===== src/hdl/lpmt_pkg.sv =====
package lpmt_pkg;

	// Field widths of the request and result beats
	localparam int ModeW   = 3;
	localparam int KeyW    = 32;
	localparam int AddrW   = 32;
	localparam int UflagW  = 7;
	localparam int SflagW  = 8;
	localparam int StatusW = 2;
	localparam int CountW  = 15;

	localparam int InFieldsW  = ModeW + KeyW + AddrW + UflagW;
	localparam int InDataW    = ((InFieldsW + 7) / 8) * 8;
	localparam int OutFieldsW = 1 + StatusW + AddrW + UflagW + CountW;
	localparam int OutDataW   = ((OutFieldsW + 7) / 8) * 8;

	// Low 32 bits of the 64-bit hash multiplier; only product bits below 32 are used
	localparam logic [KeyW-1:0] HashMulLo = 32'hA3C500B7;

	localparam logic [SflagW-1:0] ValidMask = 8'h80;

	localparam logic [ModeW-1:0] MODE_INSERT    = 3'd0;
	localparam logic [ModeW-1:0] MODE_LOOKUP    = 3'd1;
	localparam logic [ModeW-1:0] MODE_REMOVE    = 3'd2;
	localparam logic [ModeW-1:0] MODE_SET_FLAGS = 3'd3;
	localparam logic [ModeW-1:0] MODE_CLR_FLAGS = 3'd4;

	localparam logic [StatusW-1:0] STATUS_OK   = 2'd0;
	localparam logic [StatusW-1:0] STATUS_MISS = 2'd1;
	localparam logic [StatusW-1:0] STATUS_FULL = 2'd2;

	typedef enum logic [5:0] {
		ST_CLEAR = 6'b000001,
		ST_IDLE  = 6'b000010,
		ST_HASH  = 6'b000100,
		ST_READ  = 6'b001000,
		ST_CHECK = 6'b010000,
		ST_RESP  = 6'b100000
	} state_t;

	typedef struct packed {
		logic load;
		logic clr_en;
		logic hash_en;
		logic rd_en;
		logic probe_adv;
		logic commit;
		logic out_load;
	} cmd_t;

	typedef struct packed {
		logic clr_last;
		logic mode_ok;
		logic slot_empty;
		logic key_match;
		logic probe_last;
		logic out_busy;
	} sts_t;

endpackage


===== src/hdl/lpmt_ctrl.sv =====
module lpmt_ctrl (
	input  logic          clk,
	input  logic          arst_n,
	input  logic          s_tvalid,
	output logic          s_tready,
	input  lpmt_pkg::sts_t sts,
	output lpmt_pkg::cmd_t cmd
);

	import lpmt_pkg::*;

	state_t state_q;
	state_t state_d;

	always_ff @(posedge clk or negedge arst_n) begin
		if (!arst_n) begin
			state_q <= ST_CLEAR;
		end else begin
			state_q <= state_d;
		end
	end

	always_comb begin
		state_d  = state_q;
		cmd      = '0;
		s_tready = 1'b0;
		unique case (state_q)
			ST_CLEAR: begin
				cmd.clr_en = 1'b1;
				if (sts.clr_last) begin
					state_d = ST_IDLE;
				end
			end
			ST_IDLE: begin
				s_tready = 1'b1;
				if (s_tvalid) begin
					cmd.load = 1'b1;
					state_d  = ST_HASH;
				end
			end
			ST_HASH: begin
				cmd.hash_en = 1'b1;
				// unused mode: answer as a miss without probing
				if (!sts.mode_ok) begin
					cmd.commit = 1'b1;
					state_d    = ST_RESP;
				end else begin
					state_d = ST_READ;
				end
			end
			ST_READ: begin
				cmd.rd_en = 1'b1;
				state_d   = ST_CHECK;
			end
			ST_CHECK: begin
				if (sts.slot_empty || sts.key_match || sts.probe_last) begin
					cmd.commit = 1'b1;
					state_d    = ST_RESP;
				end else begin
					cmd.probe_adv = 1'b1;
				end
			end
			ST_RESP: begin
				if (!sts.out_busy) begin
					cmd.out_load = 1'b1;
					state_d      = ST_IDLE;
				end
			end
			default: begin
				state_d = ST_CLEAR;
			end
		endcase
	end

endmodule


===== config.mk =====
export PLATFORM = sky130hd
export DESIGN_NAME = lpmt_ctrl
export DESIGN_NICKNAME = d
export VERILOG_FILES = /design/src/hdl/lpmt_pkg.sv /design/src/hdl/lpmt_ctrl.sv
export SDC_FILE = /design/constraint.sdc
export NUM_CORES = 1
export LEC_CHECK = 0
export BUFFER_PORTS_ARGS = -buffer_cell sky130_fd_sc_hd__buf_2
export CORE_AREA = 3 3 40 42
export DETAILED_ROUTE_END_ITERATION = 7
export DIE_AREA = 0 0 43 45
export PLACE_DENSITY_LB_ADDON = 0.3
export RECOVER_POWER = 100
export SLEW_MARGIN = 40
export SYNTH_ARGS = -nofsm -noshare
export SYNTH_HDL_FRONTEND = slang
export SYNTH_SLANG_ARGS = --single-unit

===== constraint.sdc =====
create_clock -name clk -period 1.7 [get_ports clk]
set_input_delay 0.34 -clock clk [delete_from_list [all_inputs] [get_ports clk]]
set_output_delay 0.34 -clock clk [all_outputs]
set_load 0.005 [all_outputs]

### Word-level counts from Yosys, hierarchy flattened

Index checks and enable logic that the tools add are counted.

| word-level totals | value |
|---|---|
| register bits | 6 |
| bits in latches | 0 |
| RAM bits | 0 |
| bits in read-only memories | 0 |
| input bits | 9 |
| output and inout bits | 8 |
| logic and storage cells | 33 |
| memories kept | 0 |

| operators by class | value |
|---|---|
| add/subtract/negate cells | 0 |
| multipliers | 0 |
| div/mod/pow operators | 0 |
| $lt $le $gt $ge | 0 |
| equality and inequality tests | 10 |
| shift operators | 0 |
| mux-type cells | 19 |
| bitwise gates (word level) | 0 |
| reductions and logical operators | 3 |

Operators by type and width:

| cell | count |
|---|---|
| case mux 6 bit (6 select lines) | 1 |
| two-way mux 6 bit | 5 |
| two-way mux 1 bit | 12 |
| inequality test 2 bit (second input constant) | 4 |
| equality test 6 x 1 -> 1 bit (second input constant) | 1 |
| equality test 6 x 2 -> 1 bit (second input constant) | 1 |
| equality test 6 x 3 -> 1 bit (second input constant) | 1 |
| equality test 6 x 4 -> 1 bit (second input constant) | 1 |
| equality test 6 x 5 -> 1 bit (second input constant) | 1 |
| equality test 6 bit (second input constant) | 1 |
| AND reduction 4 bit | 1 |
| logical OR 1 bit | 2 |
| case mux 1 bit (2 select lines) | 1 |

### Logic depth before layout (Yosys ltp)

Gate-level depths: netlist of run 1.

| depth | value |
|---|---|
| word-level depth | 4 |
| gate-level depth with buffers | 4 |
| mapped depth without buffers | 4 |

### Worst setup path before layout of run 1

No wires, ideal clock.

| path | value |
|---|---|
| path type | register to output |
| start | register state_q[5] |
| end | output cmd[1] in the netlist's numbering |
| data arrival time | 1554 ps |
| required time | 1360 ps |
| path slack | -194 ps |
| cell stages (with the launch flop) | 4 |
| path buffers | 0 |
| cells stage by stage | dfrtp_1 > or4_4 > or3b_4 > o22ai_1 |

RTL lines:

| item | RTL line | RTL |
|---|---|---|
| start, declared | lpmt_ctrl.sv:12 | `state_t state_q;` |
| start signal, assigned | lpmt_ctrl.sv:19 | `state_q <= state_d;` |
| end, declared | lpmt_ctrl.sv:7 | `output lpmt_pkg::cmd_t cmd` |

==> results.cfg, run 1 <==
[status]
outcome = finished with violations
violated_checks = setup timing

[drt]
dr_total_vias = 496
postRouteWirelength_microns = 1337
routed_wire_per_std_cell_microns = 14.07
route.detailed.drc = 0
route.detailed.vias_per_inst = 5.221
detail-route-antenna-nets = 0
drt_iter0_markers = 9
dr.pass1.iters = 4

[layout]
antenna-diode-count = 0
ff_latch_area_sq_um = 151.4
post_route_cells_drive_above_1_share = 0.6625
nNetsFinal = 90
areaGrowthSynthToFinish_pct = 87.77
largest_register_ffs = 6
fill_cells = 113
largest_register = state_q
final_core_util = 0.5979
mostFrequentLayoutCells = sky130_fd_sc_hd__buf_2, sky130_fd_sc_hd__buf_4, sky130_fd_sc_hd__buf_6
final_cells = 95
area_used_by_multi_input_combinational_logic_sq_um = 311.5
layout_top_registers = state_q (6)
leading_cell_type_in_the_layout_fill_and_taps_excluded = sky130_fd_sc_hd__buf_2

[synth]
area_share_of_the_largest_cell_type_after_synthesis = 0.3058
ys_types = 30
synthCells = 44
netlist_top_cells_area = sky130_fd_sc_hd__dfrtp_1, sky130_fd_sc_hd__nor4_1, sky130_fd_sc_hd__dfstp_2
synthesis.area_per_instance_sq_um = 9.299
synth_area_leader_cell = sky130_fd_sc_hd__dfrtp_1
ys_seq_area_frac = 0.3700
syn-cell-area_sq_um = 409.1
ys_seq_elements = 6
syn-num-nets = 53
yosysWarnings = 0

[critical_path]
critPathMaxFanout = 3
path_delay_family = simple AND/OR/NAND/NOR gates
setup.worst_path.class = reg2out
crit_chain = or4_4, or3b_4, o22ai_2, buf_2
worst-path-buf-inv = 1
worst-endpoint-required_ns = 1.36
critPathArrivalTime_ns = 1.82
slowest_stage = sky130_fd_sc_hd__or4_4
critical_path.startpoint_type = flip-flop
endpoint_kind = output pin
crit_cells = 4
worst-r2r-cell-count = 5
slowest_stage_delay_on_critical_path_ns = 0.53

[place]
globalplace.congestion = 0.7400
placed_cells_incl_taps = 85
pre_cts_ws_ns = -0.2087
place.port_buffers = 16
dp_hpwl_microns = 904.7

[clocking]
source_to_sink_clock_delay_at_the_later_pin_of_the_worst_skew_pair_ns = 0.24
clock_tree_from_tritoncts = built
cts.htree.levels = 1
clockBufferDepth = 2
clock_tree_root = sky130_fd_sc_hd__clkbuf_4
clock_sinks = 6
cts.clk_slew.worst_paths_ns = 0.05
cts_buffers = 3

[timing]
slew-limit-headroom = 0.7688
skew_ns = 0.001239
finalSetupViolations = 9
timing.fmax_ghz = 0.4640
final_max_slew_viol_count = 0
period_share = 1.268
final.setup.worst_slack_ns = -0.4552
rsz0062_at_grt = yes
tightest_slew_ns = 0.3424
period_minus_slack_ns = 2.155
hold_viol = 0

[floorplanning]
fp-row-count = 13
die_span_x_microns = 43
starting_density_of_the_core = 0.3184
die_h_microns = 45
top_level_ports = 17
die_outline_area_sq_um = 1935
floorplan.core_area_sq_um = 1285

[power]
irDropWorstVdd_uv = 437.1
power.leakage_nw = 0.3667
powerDensity_nw_per_um2 = 1181

[global_routing]
vias_in_the_first_global_route = 455
gr-total-overflow = 0
antenna_violations_before_repair = 0
overall_track_demand_over_capacity_in_global_routing = 0.1439
grt_pass1_wl_microns = 2076
grt_start_max_net_pins = 10

[job]
drv.max_cap_violation_count = 0

[worst_hold_path]
min_path_type = in2reg
timing.hold.worst_path_depth = 2
path summary, 6_finish.rpt:
| kind | from | to | slack, ns |
|---|---|---|---|
| min | sts[4] | state_q[3] | 0.36 |
| max in group asynchronous | arst_n | state_q[0] | 0.91 |
| min reg2reg | state_q[3] | state_q[2] | 0.76 |
| max | state_q[0] | cmd[1] | -0.46 |
| max reg2reg | state_q[5] | state_q[0] | -0.15 |
| min in group asynchronous | arst_n | state_q[2] | 0.50 |
through the flow:
stage / total power [mW] / hold WS [ns] / cell area (sq um) / TNS [ns]
global placement: 0.5638 / 0.1663 / 596.8 / -0.5526
floorplan: 0.3959 / 0.04441 / 415.4 / -0.1615
detailed placement: 0.5686 / 0.1695 / 596.8 / -0.7286
global route: 0.9679 / 0.3597 / 768.2 / -2.930
finish: 0.9076 / 0.3584 / 768.2 / -2.344
CTS: 0.9063 / 0.3509 / 750.7 / -2.495
power breakdown:
| part | total (mW) | internal (mW) | leakage (nW) | switching [mW] |
|---|---|---|---|---|
| clock network | 0.142 | 0.0890 | 0.0150 | 0.0526 |
| registers | 0.206 | 0.181 | 0.0791 | 0.0253 |
| logic | 0.560 | 0.327 | 0.273 | 0.233 |
layer usage:
layer	up-vias	share of wire	global-route usage
li1	241	-	-
met1	239	0.40	0.1736
met2	16	0.54	0.2575
met3	0	0.055	0.03586
met4	0	0	0.03614
met5	-	0	0
cell usage after synthesis:
| cell | count |
|---|---|
| sky130_fd_sc_hd__o22ai_1 | 1 |
| sky130_fd_sc_hd__a32o_1 | 1 |
| sky130_fd_sc_hd__and2_1 | 1 |
| sky130_fd_sc_hd__nor2_1 | 2 |
| sky130_fd_sc_hd__o221ai_2 | 1 |
| sky130_fd_sc_hd__or3b_2 | 1 |
| sky130_fd_sc_hd__or2_2 | 1 |
| sky130_fd_sc_hd__nor4_1 | 5 |
| sky130_fd_sc_hd__a311o_1 | 1 |
| sky130_fd_sc_hd__or4_4 | 1 |
| sky130_fd_sc_hd__or3b_4 | 1 |
| sky130_fd_sc_hd__dfrtp_1 | 5 |
| sky130_fd_sc_hd__inv_2 | 1 |
| sky130_fd_sc_hd__clkbuf_1 | 2 |
| sky130_fd_sc_hd__nor4b_1 | 1 |
| sky130_fd_sc_hd__and3_1 | 1 |
| sky130_fd_sc_hd__dfstp_2 | 1 |
| sky130_fd_sc_hd__mux2i_1 | 1 |
| sky130_fd_sc_hd__o311ai_0 | 1 |
| sky130_fd_sc_hd__nor3b_1 | 1 |
| sky130_fd_sc_hd__nand2_1 | 3 |
| sky130_fd_sc_hd__nand3_1 | 1 |
| sky130_fd_sc_hd__or4b_1 | 1 |
| sky130_fd_sc_hd__buf_4 | 1 |
| sky130_fd_sc_hd__nor3_1 | 2 |
| sky130_fd_sc_hd__o21ai_0 | 1 |
| sky130_fd_sc_hd__nor2b_1 | 1 |
| sky130_fd_sc_hd__maj3_2 | 1 |
| sky130_fd_sc_hd__and2b_1 | 1 |
| sky130_fd_sc_hd__inv_1 | 2 |
cell families after synthesis:
family                   synth area share
AND/OR/NAND/NOR                    0.3793
AO/OA/AOI/OAI                      0.1345
multiplexers                      0.02447
flip-flops                         0.3700
buffers and inverters             0.06423
adder cells (fa/ha/maj)           0.02752
what timing repair did:
action                     CTS  global route
hold endpoints to repair     5             0
setup buffers                6             0
setup endpoints to repair    9            10
hold buffers                 1             0
gates resized for setup     15             7
pin swaps                    4             5
area by class of cell:
| cell class | count | area share |
|---|---|---|
| clock buffer | 4 | 0.03420 |
| tap | 15 | 0.02443 |
| inverter | 3 | 0.01466 |
| sequential | 6 | 0.1971 |
| timing repair buffer | 35 | 0.3241 |
| multi-input combinational | 32 | 0.4055 |
(Power assumes the default switching activity.)
==> run 2, diff against run 1 <==
- REMOVE_ABC_BUFFERS: not set -> 1
==> run 2 against run 1 <==
The run still ends with setup timing left. Critical path depth unchanged. Combinational power up 5.9%. Sequential cell count unchanged. Clock power about the same. Clock skew up 0.00060 ns. Cell count unchanged. First-iteration DRC count down 33%. Utilization down 2.2 points. Power up 4.8%. Design area down 3.7%. Wire length down 8.9%. Fmax down 1.3%.
==> results.cfg, run 2 (same netlist as run 1, synthesis figures left out) <==
[timing]
final_max_slew_viol_count = 0
setup-tns-final_ns = -2.507
finalSetupViolations = 10
tightest_slew_ns = 0.4023
slew-limit-headroom = 0.7298
skew_ns = 0.001842
rsz0062_at_grt = yes
hold_viol = 0
period_share = 1.285
timing.fmax_ghz = 0.4578
final.setup.worst_slack_ns = -0.4845
period_minus_slack_ns = 2.185

[critical_path]
critical_path.startpoint_type = flip-flop
path_delay_family = simple AND/OR/NAND/NOR gates
slowest_stage_delay_on_critical_path_ns = 0.54
crit_chain = or4_4, or3b_4, o22ai_2, buf_2
crit-reg2reg-launch = state_q[5]
setup.worst_path.class = reg2out
slowest_stage = sky130_fd_sc_hd__or4_4
rr_endpoint = state_q[0]
critPathMaxFanout = 3
critPathArrivalTime_ns = 1.84
endpoint_kind = output pin
worst-path-buf-inv = 1
worst-r2r-cell-count = 5
worst-endpoint-required_ns = 1.36
r2r_slack_ns = -0.12

[clocking]
clock_sinks = 6
cts_buffers = 3
source_to_sink_clock_delay_at_the_later_pin_of_the_worst_skew_pair_ns = 0.24
clockBufferDepth = 2
clock_tree_from_tritoncts = built
clock_tree_root = sky130_fd_sc_hd__clkbuf_4
cts.htree.levels = 1
cts.clk_slew.worst_paths_ns = 0.05

[power]
power.leakage_nw = 0.3700
power.net_switching_mw = 0.3055
power_frac_comb = 0.624
powerDensity_nw_per_um2 = 1286
power_frac_seq = 0.230
cell_internal_pwr_mw = 0.6452
irDropWorstVdd_uv = 720.9
switching_share = 0.3213
pwr-share-clk = 0.146
total_power_mw = 0.9507

[place]
dp_hpwl_microns = 835.4
place.port_buffers = 16
globalplace.congestion = 0.7208

[layout]
fill_cells = 123
layout_top_registers = state_q (6)
antenna-diode-count = 0
mostFrequentLayoutCells = sky130_fd_sc_hd__buf_2, sky130_fd_sc_hd__buf_4, sky130_fd_sc_hd__buf_6
largest_register_ffs = 6
post_route_cells_drive_above_1_share = 0.6250
areaGrowthSynthToFinish_pct = 80.73
leading_cell_type_in_the_layout_fill_and_taps_excluded = sky130_fd_sc_hd__buf_2
nNetsFinal = 90
largest_register = state_q
final_core_util = 0.5755

[job]
drv.max_cap_violation_count = 0

[global_routing]
gr-total-overflow = 0
antenna_violations_before_repair = 0
grt_pass1_wl_microns = 1814
vias_in_the_first_global_route = 421
overall_track_demand_over_capacity_in_global_routing = 0.1301
grt_start_max_net_pins = 9

[drt]
route.detailed.vias_per_inst = 5.021
drt_iter0_markers = 6
route.detailed.drc = 0
postRouteWirelength_microns = 1218
dr.pass1.iters = 3
dr_total_vias = 477
routed_wire_per_std_cell_microns = 12.82
detail-route-antenna-nets = 0

[floorplanning]
die_span_x_microns = 43
starting_density_of_the_core = 0.3184
top_level_ports = 17
fp-row-count = 13
die_outline_area_sq_um = 1935
die_h_microns = 45
floorplan.core_area_sq_um = 1285

[worst_hold_path]
min_path_type = in2reg
worstHoldEndpoint = state_q[3]
timing.hold.worst_path_depth = 2
holdCritStartpoint = sts[4]

[status]
violated_checks = setup timing
outcome = finished with violations
## run 2: cell counts in the layout (fill, tap and decap cells not counted)
Identical to the previous run, type by type.
## run 2: power by group through the flow
stage,clock network (mW),logic [mW],registers [mW]
final,0.139,0.593,0.218
after CTS,0.145,0.467,0.214
after global routing,0.157,0.637,0.222
after global placement,0,0.379,0.209
after floorplan,0,0.168,0.222
after detailed placement,0,0.380,0.212
## run 2: area by class of cell
cell class / instances / area (sq um) / share of cell area
multi-input combinational: 32 / 281.5 / 0.3807
sequential: 6 / 151.4 / 0.2047
clock buffer: 4 / 26.28 / 0.03553
timing repair buffer: 35 / 250.2 / 0.3384
tap: 15 / 18.77 / 0.02538
inverter: 3 / 11.26 / 0.01523
## run 2: timing repair
action / 4_1_cts / 5_1_grt
gates resized for setup: 8 / 14
setup buffers: 2 / 7
hold endpoints to repair: 5 / 0
cloned: 0 / 0
endpoints found under the setup margin: 10 / 10
hold buffers: 1 / 0
pin swaps: 5 / 5
## run 2: worst register-to-register path: stages, from the launching register on
cell and delay (ns):
sky130_fd_sc_hd__dfrtp_1 0.37, sky130_fd_sc_hd__or4_4 0.54, sky130_fd_sc_hd__buf_4 0.15, sky130_fd_sc_hd__buf_6 0.11, sky130_fd_sc_hd__maj3_2 0.29, sky130_fd_sc_hd__a311o_1 0.28
## run 2: how the worst max path moves through the flow
stage	start	to	depth (start not counted)
after floorplan	state_q[5]	cmd[1]	3
after global placement	state_q[5]	cmd[1]	4
after detailed placement	state_q[5]	cmd[1]	4
after CTS	state_q[5]	cmd[1]	4
after global routing	state_q[5]	cmd[1]	4
final	state_q[5]	cmd[1]	4
## run 2: per-layer routing
layer / GRT usage / up-vias / wire, microns
met4: 0.01807 / 0 / 0
li1: - / 241 / -
met1: 0.1481 / 221 / 541
met3: 0.07171 / 0 / 74
met2: 0.2216 / 15 / 602
met5: 0 / - / 0
## run 2: through the flow
step                std cells  worst slack [ns]  instance area (sq um)  hold WS, ns
CTS                        91           -0.4775                  665.6       0.3476
detailed placement         84           -0.2324                  583.1       0.1676
finish                     95           -0.4845                  739.5       0.3630
global route               95           -0.5454                  739.5       0.3625
floorplan                  41           -0.1937                  394.1      0.04441
global placement           84           -0.2162                  583.1       0.1658
==> run 3, diff against run 2 <==
- CELL_PAD_IN_SITES_DETAIL_PLACEMENT: not set -> 0
- CELL_PAD_IN_SITES_GLOBAL_PLACEMENT: not set -> 1
- CORE_AREA: 3 3 40 42 -> 3 3 43 45
- DIE_AREA: 0 0 43 45 -> 0 0 46 48
==> run 3 against run 2 <==
The run still ends with setup timing left. Via count increased by 0.63%. Cell count unchanged. Global-route usage decreased by 0.099 points. Critical path type unchanged. Critical endpoint unchanged. Largest power group unchanged.
==> results.cfg, run 3 (same netlist as run 1, synthesis figures left out) <==
[clocking]
clock_tree_root = sky130_fd_sc_hd__clkbuf_4
clock_tree_from_tritoncts = built
clockBufferDepth = 2
cts.htree.levels = 1
clock_sinks = 6
cts.clk_slew.worst_paths_ns = 0.05
source_to_sink_clock_delay_at_the_later_pin_of_the_worst_skew_pair_ns = 0.24
cts_buffers = 3

[place]
dp_hpwl_microns = 896
globalplace.congestion = 0.8049
place.port_buffers = 16
pre_cts_ws_ns = -0.2521
placed_cell_area_sq_um = 584.3

[worst_hold_path]
timing.hold.worst_path_depth = 2
min_path_type = in2reg
holdCritStartpoint = sts[4]
worstHoldEndpoint = state_q[5]

[drt]
detail-route-antenna-nets = 0
drt_iter0_markers = 6
postRouteWirelength_microns = 1218
dr.pass1.iters = 3
route.detailed.vias_per_inst = 5.053
routed_wire_per_std_cell_microns = 12.82
route.detailed.drc = 0
dr_total_vias = 480

[layout]
antenna-diode-count = 0
areaGrowthSynthToFinish_pct = 72.17
largest_register = state_q
nNetsFinal = 89
layout_top_registers = state_q (6)
leading_cell_type_in_the_layout_fill_and_taps_excluded = sky130_fd_sc_hd__buf_4
mostFrequentLayoutCells = sky130_fd_sc_hd__buf_4, sky130_fd_sc_hd__buf_2, sky130_fd_sc_hd__dfrtp_1
largest_register_ffs = 6
stdcell_area_sq_um = 704.4
post_route_cells_drive_above_1_share = 0.6203
final_core_util = 0.4676

[critical_path]
endpoint_kind = output pin
setup.worst_path.class = reg2out
rr_endpoint = state_q[0]
critPathArrivalTime_ns = 1.83
worst-endpoint-required_ns = 1.36
r2r_slack_ns = -0.21
critical_path.startpoint_type = flip-flop
worst-r2r-cell-count = 6
critPathMaxFanout = 3
crit-reg2reg-launch = state_q[0]

[status]
violated_checks = setup timing
outcome = finished with violations

[timing]
period_share = 1.278
finalSetupViolations = 10
slew-limit-headroom = 0.7776
rsz0062_at_grt = yes
final_max_slew_viol_count = 0
hold_viol = 0
setup-tns-final_ns = -2.445
timing.fmax_ghz = 0.4602
tightest_slew_ns = 0.3335
period_minus_slack_ns = 2.173
final.setup.worst_slack_ns = -0.4730
skew_ns = 0.0006432
holdWs_ns = 0.3631

[floorplanning]
floorplan.core_area_sq_um = 1506
top_level_ports = 17
die_span_x_microns = 46
starting_density_of_the_core = 0.2716
fp-row-count = 14
die_h_microns = 48
die_outline_area_sq_um = 2208

[job]
drv.max_cap_violation_count = 0

[global_routing]
gr-total-overflow = 0
grt_pass1_wl_microns = 2007
grt_start_max_net_pins = 9
vias_in_the_first_global_route = 481
antenna_violations_before_repair = 0
overall_track_demand_over_capacity_in_global_routing = 0.1292

[power]
irDropWorstVdd_uv = 603.1
power.leakage_nw = 0.3523
powerDensity_nw_per_um2 = 1189
==> run 3: area by class of cell <==
cell class	count	area, sq um
clock buffer	4	26.28
timing repair buffer	34	220.2
sequential	6	151.4
inverter	3	11.26
tap	16	20.02
fill	160	802.0
multi-input combinational	32	275.3
==> run 3: worst max path at each step <==
stage	from	to	slack [ns]	cells past startpoint
after floorplan	state_q[5]	cmd[1]	-0.19	3
after global placement	state_q[5]	cmd[1]	-0.23	4
after detailed placement	state_q[5]	cmd[1]	-0.25	4
after CTS	state_q[0]	cmd[1]	-0.49	4
after global routing	state_q[0]	cmd[1]	-0.53	4
final	state_q[0]	cmd[1]	-0.47	4
==> run 3: per-stage QoR <==
step,cells,power (mW)
detailed placement,85,0.5909
global placement,85,0.5899
CTS,95,0.8506
floorplan,41,0.3900
finish,95,0.8379
global route,95,0.8994
==> run 3: power breakdown <==
part	switching, mW	internal [mW]	total (mW)
Combinational	0.198	0.298	0.496
Clock	0.0527	0.0890	0.142
Sequential	0.0191	0.181	0.200
==> run 3: critical path, cell delays in order, from the launching register on <==
cell and delay [ns]:
sky130_fd_sc_hd__dfstp_2 0.36, sky130_fd_sc_hd__or4_4 0.52, sky130_fd_sc_hd__or3b_4 0.41, sky130_fd_sc_hd__o22ai_2 0.16
sky130_fd_sc_hd__buf_2 0.13
==> run 3: repair_timing <==
| action | 4_1_cts | 5_1_grt |
|---|---|---|
| gates resized for setup | 8 | 3 |
| hold endpoints to repair | 5 | 0 |
| pin swaps | 6 | 2 |
| setup buffers | 5 | 0 |
| setup endpoints to repair | 9 | 10 |
| hold buffers | 1 | 0 |
==> run 3: layer usage <==
metal / routed length, microns / vias up / GRT usage
met5: 0 / - / 0
met4: 0 / 0 / 0
met3: 107 / 0 / 0.06015
met2: 601 / 22 / 0.2198
met1: 509 / 220 / 0.1588
li1: - / 238 / -
